### config.mk
export PLATFORM = sky130hd
export DESIGN_NAME = sorted_list_engine
export DESIGN_NICKNAME = d
export VERILOG_FILES = /design/src/design/sle_pkg.sv /design/src/design/sle_mem.sv /design/src/design/sle_cmp.sv /design/src/design/sorted_list_engine.sv
export SDC_FILE = /design/constraint.sdc
export NUM_CORES = 1
export LEC_CHECK = 0
export BUFFER_PORTS_ARGS = -buffer_cell sky130_fd_sc_hd__buf_2
export CORE_MARGIN = 3
export CORE_UTILIZATION = 52
export CTS_CLUSTER_SIZE = 12
export DETAILED_ROUTE_END_ITERATION = 10
export PLACE_DENSITY_LB_ADDON = 0.15
export SETUP_SLACK_MARGIN = 0.3
export SYNTH_ARGS = -nofsm -noshare
export SYNTH_HDL_FRONTEND = slang
export SYNTH_SLANG_ARGS = --single-unit
### constraint.sdc
create_clock -name i_clk -period 8 [get_ports i_clk]
set_clock_uncertainty 0.05 [all_clocks]
set_input_delay 1.6 -clock i_clk [delete_from_list [all_inputs] [get_ports i_clk]]
set_output_delay 1.6 -clock i_clk [all_outputs]
set_load 0.05 [all_outputs]
### src/design/sle_pkg.sv
// ----------------------------------------------------------------------------
// sle_pkg
// Shared types and codes of the sorted list engine: command and response
// words, operation and status codes, compare result, parameter defaults.
// ----------------------------------------------------------------------------
`default_nettype none

package sle_pkg;

    localparam int DEF_CAPACITY  = 16;
    localparam int DEF_KEY_WIDTH = 16;

    localparam logic [2:0] OP_INSERT = 3'd0;
    localparam logic [2:0] OP_DELETE = 3'd1;
    localparam logic [2:0] OP_SEARCH = 3'd2;
    localparam logic [2:0] OP_CLEAR  = 3'd3;
    localparam logic [2:0] OP_REWIND = 3'd4;
    localparam logic [2:0] OP_NEXT   = 3'd5;

    localparam logic [1:0] ST_OK        = 2'd0;
    localparam logic [1:0] ST_FULL      = 2'd1;
    localparam logic [1:0] ST_NOT_FOUND = 2'd2;
    localparam logic [1:0] ST_PAST_END  = 2'd3;

    typedef struct packed {
        logic [2:0]  operation;
        logic [15:0] key;
    } t_cmd_word;

    typedef struct packed {
        logic [15:0] item_out;
        logic        found;
        logic [4:0]  count;
        logic        is_full;
        logic        list_empty;
        logic [1:0]  status;
    } t_rsp_word;

    typedef struct packed {
        logic gt;
        logic eq;
    } t_cmp_res;

endpackage

`default_nettype wire

### src/design/sle_mem.sv
// ----------------------------------------------------------------------------
// sle_mem
// Key store: one write port, one read port with registered read data.
// ----------------------------------------------------------------------------
`default_nettype none

module sle_mem #(
    parameter int DEPTH = sle_pkg::DEF_CAPACITY,
    parameter int WIDTH = sle_pkg::DEF_KEY_WIDTH,
    localparam int AW   = $clog2(DEPTH)
) (
    input  wire logic             i_clk,
    input  wire logic             i_we,
    input  wire logic [AW-1:0]    i_waddr,
    input  wire logic [WIDTH-1:0] i_wdata,
    input  wire logic [AW-1:0]    i_raddr,
    output logic      [WIDTH-1:0] o_rdata
);

    logic [WIDTH-1:0] r_mem [DEPTH];

    always_ff @(posedge i_clk) begin
        if (i_we) begin
            r_mem[i_waddr] <= i_wdata;
        end
        o_rdata <= r_mem[i_raddr];
    end

endmodule

`default_nettype wire

### src/design/sle_cmp.sv
// ----------------------------------------------------------------------------
// sle_cmp
// Shared key comparator: tests a stored entry against the operand key.
// ----------------------------------------------------------------------------
`default_nettype none

module sle_cmp #(
    parameter int KEY_WIDTH = sle_pkg::DEF_KEY_WIDTH
) (
    input  wire logic [KEY_WIDTH-1:0] i_entry,
    input  wire logic [KEY_WIDTH-1:0] i_key,
    output sle_pkg::t_cmp_res         o_res
);

    always_comb begin
        o_res.gt = (i_entry > i_key);
        o_res.eq = (i_entry == i_key);
    end

endmodule

`default_nettype wire

### src/design/sorted_list_engine.sv
// ----------------------------------------------------------------------------
// sorted_list_engine
// Sorted key list with count and read cursor, one entry step per cycle.
// ----------------------------------------------------------------------------
// Usage:
//   Drive i_cmd (operation, key) with i_start while o_busy is low; the word
//   is taken at that edge. Exactly one result word follows on o_result,
//   marked by o_valid for one cycle. The receiver cannot stall the block.
// Steps:
//   Every entry visited uses the single memory read port and the shared
//   comparator.
//   insert: no entry step when full or empty, else each larger key is moved
//           up one place from the tail before the new key is written.
//   delete/search: scan from the head, at most count entries.
//   read next: reads the entry at the cursor unless past end. clear, rewind,
//   unused codes: no entry step. o_valid rises the cycle after the last step;
//   o_busy is already low then, so the next word may be taken while the result is shown.
// Reset:
//   Synchronous, active low. Count and cursor go to zero; the key store is
//   not cleared, since only entries below the count are ever read.
// ----------------------------------------------------------------------------
`default_nettype none

module sorted_list_engine #(
    parameter int CAPACITY  = sle_pkg::DEF_CAPACITY,
    parameter int KEY_WIDTH = sle_pkg::DEF_KEY_WIDTH
) (
    input  wire logic               i_clk,
    input  wire logic               i_rst_n,
    input  wire logic               i_start,
    input  wire sle_pkg::t_cmd_word i_cmd,
    output logic                    o_busy,
    output logic                    o_valid,
    output sle_pkg::t_rsp_word      o_result
);

    localparam int AW = $clog2(CAPACITY);
    localparam int CW = $clog2(CAPACITY + 1);
    localparam logic [CW-1:0] CAP_CNT = CW'(CAPACITY);
    localparam logic [CW-1:0] ZERO    = CW'(0);
    localparam logic [CW-1:0] ONE     = CW'(1);
    localparam logic [CW-1:0] TWO     = CW'(2);

    typedef enum logic [2:0] {
        S_IDLE = 3'b001,
        S_CMP  = 3'b010,
        S_PUT  = 3'b100
    } t_state;

    t_state                r_state, n_state;
    logic [2:0]            r_op, n_op;
    logic [KEY_WIDTH-1:0]  r_key, n_key;
    logic [CW-1:0]         r_cnt, n_cnt;
    logic [CW-1:0]         r_cur, n_cur;
    logic [CW-1:0]         r_idx, n_idx;
    logic                  r_hit, n_hit;
    logic                  r_valid, n_valid;
    logic [15:0]           r_item, n_item;
    logic                  r_found, n_found;
    logic [1:0]            r_status, n_status;

    logic                  mem_we;
    logic [AW-1:0]         mem_waddr;
    logic [KEY_WIDTH-1:0]  mem_wdata;
    logic [CW-1:0]         rd_sel;
    logic [KEY_WIDTH-1:0]  rdata;
    sle_pkg::t_cmp_res     cmp;

    logic [KEY_WIDTH+15:0] key_ext;
    logic [KEY_WIDTH-1:0]  key_in;
    logic [KEY_WIDTH+15:0] rd_ext;
    logic [CW+4:0]         cnt_ext;
    logic [CW-1:0]         idx_m1;
    logic [CW-1:0]         idx_m2;
    logic [CW-1:0]         idx_p1;
    logic [CW-1:0]         cnt_m1;
    logic                  hit_now;

    assign key_ext = {{KEY_WIDTH{1'b0}}, i_cmd.key};
    assign key_in  = key_ext[KEY_WIDTH-1:0];
    assign rd_ext  = {16'b0, rdata};
    assign cnt_ext = {5'b0, r_cnt};
    assign idx_m1  = r_idx - ONE;
    assign idx_m2  = r_idx - TWO;
    assign idx_p1  = r_idx + ONE;
    assign cnt_m1  = r_cnt - ONE;
    assign hit_now = r_hit | cmp.eq;

    sle_mem #(
        .DEPTH (CAPACITY),
        .WIDTH (KEY_WIDTH)
    ) u_mem (
        .i_clk   (i_clk),
        .i_we    (mem_we),
        .i_waddr (mem_waddr),
        .i_wdata (mem_wdata),
        .i_raddr (rd_sel[AW-1:0]),
        .o_rdata (rdata)
    );

    sle_cmp #(
        .KEY_WIDTH (KEY_WIDTH)
    ) u_cmp (
        .i_entry (rdata),
        .i_key   (r_key),
        .o_res   (cmp)
    );

    always_comb begin
        n_state   = r_state;
        n_op      = r_op;
        n_key     = r_key;
        n_cnt     = r_cnt;
        n_cur     = r_cur;
        n_idx     = r_idx;
        n_hit     = r_hit;
        n_valid   = 1'b0;
        n_item    = r_item;
        n_found   = r_found;
        n_status  = r_status;
        mem_we    = 1'b0;
        mem_waddr = r_idx[AW-1:0];
        mem_wdata = r_key;
        rd_sel    = r_idx;

        unique case (r_state)
            S_IDLE: begin
                if (i_start) begin
                    n_op     = i_cmd.operation;
                    n_key    = key_in;
                    n_item   = '0;
                    n_found  = 1'b0;
                    n_status = sle_pkg::ST_OK;
                    n_hit    = 1'b0;
                    priority if (i_cmd.operation == sle_pkg::OP_INSERT) begin
                        if (r_cnt == CAP_CNT) begin
                            n_status = sle_pkg::ST_FULL;
                            n_valid  = 1'b1;
                        end else if (r_cnt == ZERO) begin
                            mem_we    = 1'b1;
                            mem_waddr = '0;
                            mem_wdata = key_in;
                            n_cnt     = ONE;
                            n_valid   = 1'b1;
                        end else begin
                            // walk down from the tail, moving larger keys up
                            n_idx   = r_cnt;
                            rd_sel  = cnt_m1;
                            n_state = S_CMP;
                        end
                    end else if (i_cmd.operation == sle_pkg::OP_DELETE ||
                                 i_cmd.operation == sle_pkg::OP_SEARCH) begin
                        if (r_cnt == ZERO) begin
                            n_status = sle_pkg::ST_NOT_FOUND;
                            n_valid  = 1'b1;
                        end else begin
                            n_idx   = ZERO;
                            rd_sel  = ZERO;
                            n_state = S_CMP;
                        end
                    end else if (i_cmd.operation == sle_pkg::OP_CLEAR) begin
                        n_cnt   = ZERO;
                        n_valid = 1'b1;
                    end else if (i_cmd.operation == sle_pkg::OP_REWIND) begin
                        n_cur   = ZERO;
                        n_valid = 1'b1;
                    end else if (i_cmd.operation == sle_pkg::OP_NEXT) begin
                        if (r_cur < r_cnt) begin
                            rd_sel  = r_cur;
                            n_state = S_CMP;
                        end else begin
                            n_status = sle_pkg::ST_PAST_END;
                            n_valid  = 1'b1;
                        end
                    end else begin
                        n_valid = 1'b1;
                    end
                end
            end

            S_CMP: begin
                priority if (r_op == sle_pkg::OP_INSERT) begin
                    mem_we = 1'b1;
                    if (cmp.gt) begin
                        mem_wdata = rdata;
                        n_idx     = idx_m1;
                        if (r_idx == ONE) begin
                            n_state = S_PUT;
                        end else begin
                            rd_sel = idx_m2;
                        end
                    end else begin
                        n_cnt   = r_cnt + ONE;
                        n_valid = 1'b1;
                        n_state = S_IDLE;
                    end
                end else if (r_op == sle_pkg::OP_DELETE) begin
                    // once matched, close the gap one entry per cycle
                    if (r_hit) begin
                        mem_we    = 1'b1;
                        mem_waddr = idx_m1[AW-1:0];
                        mem_wdata = rdata;
                    end
                    n_hit = hit_now;
                    if (r_idx == cnt_m1) begin
                        n_valid = 1'b1;
                        n_state = S_IDLE;
                        if (hit_now) begin
                            n_cnt   = cnt_m1;
                            n_found = 1'b1;
                        end else begin
                            n_status = sle_pkg::ST_NOT_FOUND;
                        end
                    end else begin
                        n_idx  = idx_p1;
                        rd_sel = idx_p1;
                    end
                end else if (r_op == sle_pkg::OP_SEARCH) begin
                    if (cmp.eq) begin
                        n_found = 1'b1;
                        n_valid = 1'b1;
                        n_state = S_IDLE;
                    end else if (r_idx == cnt_m1) begin
                        n_status = sle_pkg::ST_NOT_FOUND;
                        n_valid  = 1'b1;
                        n_state  = S_IDLE;
                    end else begin
                        n_idx  = idx_p1;
                        rd_sel = idx_p1;
                    end
                end else begin
                    n_item  = rd_ext[15:0];
                    n_cur   = r_cur + ONE;
                    n_valid = 1'b1;
                    n_state = S_IDLE;
                end
            end

            S_PUT: begin
                mem_we  = 1'b1;
                n_cnt   = r_cnt + ONE;
                n_valid = 1'b1;
                n_state = S_IDLE;
            end

            default: begin
                n_state = S_IDLE;
            end
        endcase
    end

    always_ff @(posedge i_clk) begin
        if (!i_rst_n) begin
            r_state <= S_IDLE;
            r_cnt   <= '0;
            r_cur   <= '0;
            r_valid <= 1'b0;
        end else begin
            r_state <= n_state;
            r_cnt   <= n_cnt;
            r_cur   <= n_cur;
            r_valid <= n_valid;
        end
    end

    always_ff @(posedge i_clk) begin
        r_op     <= n_op;
        r_key    <= n_key;
        r_idx    <= n_idx;
        r_hit    <= n_hit;
        r_item   <= n_item;
        r_found  <= n_found;
        r_status <= n_status;
    end

    assign o_busy  = (r_state != S_IDLE);
    assign o_valid = r_valid;

    always_comb begin
        o_result.item_out   = r_item;
        o_result.found      = r_found;
        o_result.count      = cnt_ext[4:0];
        o_result.is_full    = (r_cnt == CAP_CNT);
        o_result.list_empty = (r_cnt == ZERO);
        o_result.status     = r_status;
    end

    a_cnt_bound: assert property (@(posedge i_clk) disable iff (!i_rst_n)
        r_cnt <= CAP_CNT)
        else $error("stored count above capacity");

    a_accept_progress: assert property (@(posedge i_clk) disable iff (!i_rst_n)
        (i_start && !o_busy) |=> (o_busy || o_valid))
        else $error("accepted word neither in progress nor answered");

    a_full_status: assert property (@(posedge i_clk) disable iff (!i_rst_n)
        (o_valid && o_result.status == sle_pkg::ST_FULL) |-> o_result.is_full)
        else $error("insert rejected while list not full");

    a_found_ok: assert property (@(posedge i_clk) disable iff (!i_rst_n)
        (o_valid && o_result.found) |-> (o_result.status == sle_pkg::ST_OK))
        else $error("match reported with error status");

endmodule

`default_nettype wire
### Yosys cells after proc, flatten, opt, wreduce, memory -nomap -nowiden

Memories as Yosys holds them, arrays and structs flattened. A register that Yosys moved wholly into a read port is not among the register bits.
Cells that the tools add are included.

* bits in registers: 58
* latch bits: 0
* RAM bits: 256
* ROM bits: 0
* bits of input ports: 22
* output and inout bits: 28
* word-level logic and storage cells: 222
* memories: 1

* add/sub/neg operators: 6
* $mul: 0
* div/mod/pow operators: 0
* order comparisons: 2
* eq/ne operators: 47
* shift-type cells: 0
* multiplexer cells: 139
* bitwise logic cells: 1
* reduce and logical (&&, ||, !) cells: 15

Memory list
* u_mem.r_mem: depth 16, bits a word 16, rd ports 1, clocked after Yosys merged registers in 1, write ports 1, line sle_mem.sv:20 `logic [WIDTH-1:0] r_mem [DEPTH];`

Operator list (count)
* 16-bit two-way mux: 12
* 5-bit two-way mux: 31
* 4-bit two-way mux: 19
* 16-bit case mux with 2 select lines: 2
* 3-bit != test, second input constant: 17
* 3-bit two-way mux: 16
* 1-bit two-way mux: 33
* 2-bit two-way mux: 15
* 7-bit AND reduction: 3
* 2-bit != test, second input constant: 10
* 4-bit != test, second input constant: 5
* 5-bit case mux with 2 select lines: 2
* 16-bit equality test: 1
* 16-bit > comparator: 1
* 4-bit case mux with 2 select lines: 2
* 5-bit by 1-bit adder with 5-bit output, second input constant: 3
* 5-bit case mux with 3 select lines: 1
* 3-bit by 2-bit equality test with 1-bit output, second input constant: 4
* 10-bit AND reduction: 1
* 5-bit by 1-bit subtractor with 5-bit output, second input constant: 2
* 3-bit by 1-bit equality test with 1-bit output, second input constant: 3
* 3-bit equality test, second input constant: 3
* 9-bit AND reduction: 1
* 3-bit zero test: 2
* other kinds (19): 21

### Longest topological paths before layout

Gate-level depths: netlist of run 1.

* word-level depth: 9
* depth in mapped cells: 17
* gate-level depth less buffers: 14

### By module

A second synthesis of run 1 with hierarchy kept.

* cell total of the unflattened synthesis: 922
* area total of the unflattened synthesis: 14323.7 µm²

Modules (own cells, without submodules)
* sle_mem: times used 1, cells an instance 432, area each 10043.4 µm², sequential area each 8007.7 µm²
* sorted_list_engine: times used 1, cells an instance 435, area each 3873.7 µm², sequential area each 1601.5 µm²
* sle_cmp: times used 1, cells an instance 55, area each 406.6 µm², sequential area each 0.0 µm²

### Least setup slack after synthesis of run 1

Ideal clock, no wire load.

* kind: in2reg
* start point: in i_cmd[18] in the netlist's numbering
* end point: mem u_mem.r_mem[9][0] in the netlist's numbering (enable)
* library setup time: 0.388 ns
* data arrival time: 4.118 ns
* data required time: 7.562 ns
* slack: 3.444 ns
* stages on the path: 9
* path buffers: 2
* cells stage by stage: clkbuf_1 or3_1 clkbuf_1 nor3_1 nor2_1 o21ai_1 o21a_1 nand2_1 nor2_1

* longest elaborated chain between the ends: 6
* elaborated cells between the ends (all ways): 9
* classes of those cells: 8 x mux; 1 x reduce/logical

Ends and longest elaborated chain
* start: declaration: line sorted_list_engine.sv:31 `input wire sle_pkg::t_cmd_word i_cmd,`
* 3-bit zero test (*): line sorted_list_engine.sv:135 `priority if (i_cmd.operation == sle_pkg::OP_INSERT) begin`
* 1-bit two-way mux: line sorted_list_engine.sv:135
* 1-bit two-way mux: line sorted_list_engine.sv:128 `if (i_start) begin`
* 1-bit case mux with 3 select lines: line sorted_list_engine.sv:126 `unique case (r_state)`
* 1-bit two-way mux: line sle_mem.sv:23 `if (i_we) begin`
* 1-bit two-way mux (not written as such): line sle_mem.sv:24 `r_mem[i_waddr] <= i_wdata;`
* end: declaration: line sle_mem.sv:20

Mark *: on every way between the ends. The rest lies on a longest branch, timed or not.

### Final worst setup path of run 1

* start point: reg r_cnt[0]
* end point: reg u_mem.o_rdata[14], read port of u_mem.r_mem

* longest elaborated chain between the ends: 9
* elaborated cells between the ends (all ways): 21
* classes of those cells: 1 x add/sub; 1 x order compare; 2 x eq/ne; 16 x mux; 1 x reduce/logical

Ends and longest elaborated chain
* start: declaration: line sorted_list_engine.sv:53 `logic [CW-1:0] r_cnt, n_cnt;`
* start signal: assignment: line sorted_list_engine.sv:260 `r_cnt <= n_cnt;`
* branches (longest 8 deep; another with 5-bit by 1-bit subtractor with 5-bit output)
* 4-bit case mux with 2 select lines (*): line sorted_list_engine.sv:126
* end: declaration: line sle_mem.sv:17 `output logic [WIDTH-1:0] o_rdata`

Mark *: on every way between the ends.
A chain may end at the register's enable or synchronous reset.

==> flow_summary.json, run 1 <==
{
  "status": "completed",
  "hold_class": "reg -> reg",
  "portBuffers": 49,
  "hp-start": "r_cur[4]",
  "path_clk_slew_ns": 0.06,
  "r2r_cells": 15,
  "drc_errors": 0,
  "dpl.hpwl_mm": 21.5,
  "drt_first_pass_iters": 5,
  "yosys-top-cells-count": "300 x edfxtp_1, 126 x nand2_1, 71 x mux2i_1",
  "ys_seq_elements": 330,
  "synthArstFlopShare_pct": 0,
  "grt_pass1_wl_mm": 53.4,
  "crit_type": "reg -> reg",
  "fin_crit_ns": 4.51,
  "cts_tree": "yes",
  "synth_flop_cell": "edfxtp_1",
  "hold_ws_ns": 0.488,
  "cts.repair.resized": 0,
  "seq_power_share_pct": 40.8,
  "ys_seq_area_share_pct": 64.5,
  "synth_cell_types": 74,
  "layout-drive-gt1-share_pct": 15.0,
  "crit_path_start_kind": "register",
  "overflow": 0,
  "synth_area_leaders": "edfxtp_1 60%, mux2i_1 4.8%, dfxtp_1 4.0%",
  "yosysMostFrequentCell": "edfxtp_1",
  "gp_congestion": 0.906,
  "r2r-end": "u_mem.o_rdata[14]",
  "num_rows": 61,
  "final-hold-violation-count": 0,
  "die_area_um2": 30700,
  "core_um2": 28000,
  "post_dp_cell_area_um2": 15600,
  "clockPowerShare_pct": 29.8,
  "endpoint_kind": "register",
  "place_inst": 1523,
  "syn_area_um2": 14900,
  "antenna_found_initial": 0,
  "start_util_pct": 53.2,
  "fin_crit_sh_pct": 56.3,
  "ant_nets": 0,
  "die_height_um": 175,
  "maxSlewHeadroom_pct": 33.6,
  "p_sw_uw": 1780,
  "cp.arrival_ns": 4.87,
  "finalInstanceArea_um2": 16700,
  "num-nets-final": 1234,
  "netlist_instances": 1132,
  "cp.required_ns": 8.37,
  "holdPathEnd": "r_cur[4]",
  "postCtsSetupBuffers": 0,
  "final_cells": 1586,
  "cts-hold-fix-buffers": 0,
  "hold_path_depth": 2,
  "numCtsBuffers": 36,
  "clock_sinks": 330,
  "ir_worst_vdd_mv": 0.207,
  "setup_viol": 0,
  "yosys.area.top_type": "edfxtp_1",
  "leakage_uw": 0.00607,
  "num_vias": 9329,
  "grt_pass1_vias": 9075,
  "cts-root-buf": "clkbuf_16",
  "antennaDiodeCount": 0,
  "combPwrFrac_pct": 29.4,
  "wl_per_cell_um": 21.9,
  "finalSetupTns_ns": 0,
  "grt_use_total_pct": 22.7,
  "worst_r2r_startpoint": "r_cnt[0]",
  "area_delta_synth_final_pct": 12.4,
  "final_max_slew_viol_count": 0,
  "first_iter_violations": 856,
  "critPathMaxFanout": 128,
  "worst_pin_slew_ns": 0.996,
  "drt-total-wl_mm": 34.7,
  "pwr_density_cell_nw_per_um2": 322,
  "clk_path_buf_depth": 3,
  "syn_area_per_cell_um2": 13.2,
  "p_int_uw": 3600,
  "clk_latency_ns": 0.51,
  "synth_edf_count": 300,
  "synth.top_cell.area_share_pct": 60.5,
  "die_w_um": 175,
  "yosysWarnings": 0,
  "p_sw_share_pct": 33.1,
  "synth_nets": 1183,
  "r2r_slack_ns": 3.49,
  "ios": 50,
  "fmax_mhz": 222,
  "grt_setup_unrepaired": "no",
  "htree_num_levels": 2,
  "grt_max_degree": 129,
  "avgViaCountPerCell": 5.88,
  "drv_cap": 0
}
-- stage by stage --
| step | utilization (%) | setup slack [ns] | power [uW] |
|---|---|---|---|
| floorplan | - | 3.44 | 3390 |
| global placement | 55.7 | 3.17 | 3780 |
| detailed placement | 55.7 | 3.09 | 3800 |
| CTS | 59.7 | 3.51 | 5400 |
| global route | 59.7 | 3.21 | 5650 |
| finish | 59.7 | 3.49 | 5380 |
-- how the worst max path moves through the flow --
stage          startpoint                 to
4_1_cts          r_cnt[0]  u_mem.o_rdata[14]
3_5_place_dp    i_cmd[17]   u_mem.o_rdata[0]
2_1_floorplan   i_cmd[18]  u_mem.r_mem[9][0]
5_1_grt          r_cnt[0]  u_mem.o_rdata[14]
3_3_place_gp    i_cmd[16]  u_mem.o_rdata[14]
6_report         r_cnt[0]  u_mem.o_rdata[14]
-- registers in the layout (all words and copies together), names as in the netlist --
name and count:
u_mem.r_mem 256, r_item 16, r_key 16, u_mem.o_rdata 16, r_cnt 5, r_cur 5
r_idx 5, r_op 3, r_state 3, r_status 2, o_valid 1, r_found 1
r_hit 1
-- layout by cell type, fill, tap and decap left out, drive strengths merged, types with 30 or more instances in the layout --
master / instances
edfxtp: 300
nand2: 126
buf: 73
mux2i: 71
o211ai: 66
mux2: 64
nor2: 63
a21oi: 55
clkbuf: 54
inv: 49
o21ai: 41
dfxtp: 30
-- layer usage --
layer / vias to the layer above / wire, um / part of all wire [%] / track usage (%)
li1: 4385 / - / - / -
met1: 4543 / 15600 / 45 / 33.2
met2: 330 / 15700 / 45 / 35.2
met3: 71 / 2310 / 6.7 / 3.46
met4: 0 / 1040 / 3.0 / 7.21
met5: - / 0 / 0 / 0
-- cells by family (layout without fill, tap and decap cells) --
| kind of cell | Yosys count | after routing | share of synthesized area (%) |
|---|---|---|---|
| mux | 135 | 135 | 9.61 |
| flops | 330 | 330 | 64.5 |
| simple gates | 282 | 282 | 8.75 |
| compound gates | 231 | 231 | 10.6 |
| xor+xnor | 15 | 15 | 0.933 |
| fa+ha+maj | 29 | 29 | 2.44 |
| buf+inv | 110 | 186 | 3.14 |
-- worst max-delay path: stages (launching register included) --
cell and delay [ns]:
dfxtp_1 0.45, inv_1 0.18, ha_1 0.31, nor3b_2 0.49, nand2_1 0.28, inv_2 0.22, nand2_1 0.11, a221o_1 0.37
o22ai_1 0.12, a2bb2oi_1 0.14, o31ai_4 0.12, buf_12 0.61, mux2i_1 0.21, mux2_2 0.31, mux2_2 0.26, o21ai_1 0.18
-- area by class of cell --
class	instances	area (um2)
clock inverter	9	129
fill	2205	11300
clock buffer	54	1010
multi-input combinational	692	4880
timing repair buffer	73	438
tap	378	473
inverter	50	188
sequential	330	9610
-- power groups by stage --
stage	clock network [uW]	logic, uW	registers, uW
after detailed placement	0	1580	2230
after CTS	1630	1580	2190
after floorplan	0	1160	2230
final	1600	1580	2200
after global placement	0	1560	2230
after global routing	1710	1730	2210
Note: power is estimated with default switching activity, not from simulation.
==> run 2, diff against run 1 <==
Clock period 8 ns to 3.8 ns, I/O delays scaled along.
==> run 2 against run 1 <==
Against the previous run:
- hold slack got worse by 0.12 ns
- non-clock buffer count increased by 97
- worst setup slack got worse by 3.3 ns
- combinational power increased to 2.8 times the previous value
- register-to-register slack got worse by 3.3 ns
- count of clock-buffer cells in the layout decreased by 3
- largest cell class unchanged
==> flow_summary.json, run 2 (synthesis results as in run 1) <==
{
  "setup_viol": 0,
  "num_vias": 9824,
  "numCtsBuffers": 36,
  "die_area_um2": 30700,
  "final_cells": 1684,
  "antenna_found_initial": 0,
  "first_iter_violations": 816,
  "cp.required_ns": 4.13,
  "path_cells": "ha_1 > nand4_1 > buf_6 > a2111o_1 > a2111o_1 > a41oi_2 > o31ai_4 > buf_12 > buf_8 > buf_12 > mux2_1 > o211ai_1 > nand4_1",
  "grt-busiest-layer": "met2",
  "cp.arrival_ns": 3.93,
  "num-nets-final": 1331,
  "num_rows": 61,
  "path_clk_slew_ns": 0.06,
  "start_util_pct": 53.2,
  "antennaDiodeCount": 0,
  "final-hold-violation-count": 0,
  "grtUsageMet3_pct": 4.30,
  "use_met1_pct": 35.0,
  "final_cell_mix": "300 x edfxtp_1, 126 x nand2_1, 97 x buf_4, 71 x mux2i_1, 66 x o211ai_1",
  "hold_class": "in -> reg",
  "r2r_slack_ns": 0.20,
  "largest_register_ff_count": 256,
  "drc_errors": 0,
  "status": "completed",
  "drv_cap": 0,
  "worst_pin_slew_ns": 0.941,
  "die_w_um": 175,
  "die_height_um": 175,
  "htree_num_levels": 2,
  "overflow": 0,
  "grt_max_degree": 42,
  "fin_crit_sh_pct": 94.8,
  "cts_tree": "yes",
  "drt_first_pass_iters": 5,
  "use_met2_pct": 37.2,
  "fin_crit_ns": 3.60,
  "place_inst": 1580,
  "grt_pass1_wl_mm": 56.3,
  "dpl.hpwl_mm": 24.0,
  "portBuffers": 49,
  "cts-root-buf": "clkbuf_16",
  "cp.buffers_inverters": 4,
  "max_flop_register": "u_mem.r_mem",
  "gp_congestion": 0.960,
  "layout_commonest_cell": "edfxtp_1",
  "leakage_uw": 0.00669,
  "grt_setup_unrepaired": "yes",
  "maxSlewHeadroom_pct": 37.2,
  "ant_nets": 0,
  "clk_path_buf_depth": 3,
  "final_max_slew_viol_count": 0,
  "clk_latency_ns": 0.53,
  "fin_ws_ns": 0.199,
  "ios": 50,
  "cp_slowest_stage_delay_ns": 0.44,
  "endpoint_kind": "register",
  "area_delta_synth_final_pct": 20.4,
  "wl_per_cell_um": 22.3,
  "critPathTopFamily": "compound AO/OA/AOI/OAI gates",
  "grt_use_total_pct": 24.0,
  "crit_path_start_kind": "register",
  "clock_sinks": 330,
  "fmax_mhz": 278,
  "critPathMaxFanout": 8,
  "ir_worst_vdd_mv": 0.337,
  "core_um2": 28000,
  "p_total_uw": 12400,
  "grt_pass1_vias": 9480,
  "avgViaCountPerCell": 5.83,
  "pwr_density_cell_nw_per_um2": 691,
  "cts-hold-fix-buffers": 0,
  "crit_slowest_cell": "a2111o_1",
  "crit_type": "reg -> reg",
  "drt-total-wl_mm": 37.6,
  "dpl_worst_slack_ns": -0.170,
  "layout-drive-gt1-share_pct": 24.7
}
run 2: cell count changes in the layout (fill, tap and decap cells not counted), sizes merged:
cell      before  now
buf           73  167
bufinv         3    1
clkinv         7   10
clkinvlp       0    1
inv           49   51
run 2: repair_timing:
action,CTS,global route
endpoints found under the setup margin,32,84
cloned,2,3
buffers inserted,23,12
resized for setup,24,36
pin swaps,14,35
run 2: through the flow:
step	TNS [ns]	hold WS, ns	area (um2)	utilization, %
3_3_place_gp	-0.199	0.457	16200	57.7
6_report	0	0.368	17900	64.0
3_5_place_dp	-0.170	0.466	16200	57.7
2_1_floorplan	0	0.433	15000	-
5_1_grt	0	0.363	17900	64.0
4_1_cts	0	0.354	17600	62.9
run 2: cell type report:
type	count	area (um2)
clock buffer	51	967
tap	378	473
sequential	330	9620
timing repair buffer	170	1440
multi-input combinational	692	5110
clock inverter	13	125
inverter	50	193
fill	2100	10100
run 2: worst register-to-register path: stages (launching register included):
cell and delay [ns]:
dfxtp_1 0.37, ha_1 0.31, nand4_1 0.12, buf_6 0.15
a2111o_1 0.40, a2111o_1 0.44, a41oi_2 0.32, o31ai_4 0.11
buf_12 0.17, buf_8 0.14, buf_12 0.15, mux2_1 0.32
o211ai_1 0.26, nand4_1 0.16
run 2: path summary, 6_finish.rpt:
kind,to,from,depth (start not counted)
worst min-delay path,r_key[0],i_cmd[0],1
worst min register to register,r_cur[4],r_cur[4],2
worst max-delay path,u_mem.o_rdata[12],u_mem.o_rdata[8],13
worst max register to register,u_mem.o_rdata[12],u_mem.o_rdata[8],13
run 2: per-layer routing:
metal,up-vias,wire (um)
met4,0,851
met1,4814,16700
met5,-,0
li1,4588,-
met2,355,17400
met3,67,2570
run 2: where the power goes:
| group | leakage [uW] | switching (uW) | total (uW) | internal [uW] |
|---|---|---|---|---|
| combinational | 0.00318 | 2540 | 4500 | 1960 |
| clock | 0.000532 | 1390 | 3260 | 1860 |
| sequential | 0.00298 | 261 | 4630 | 4370 |
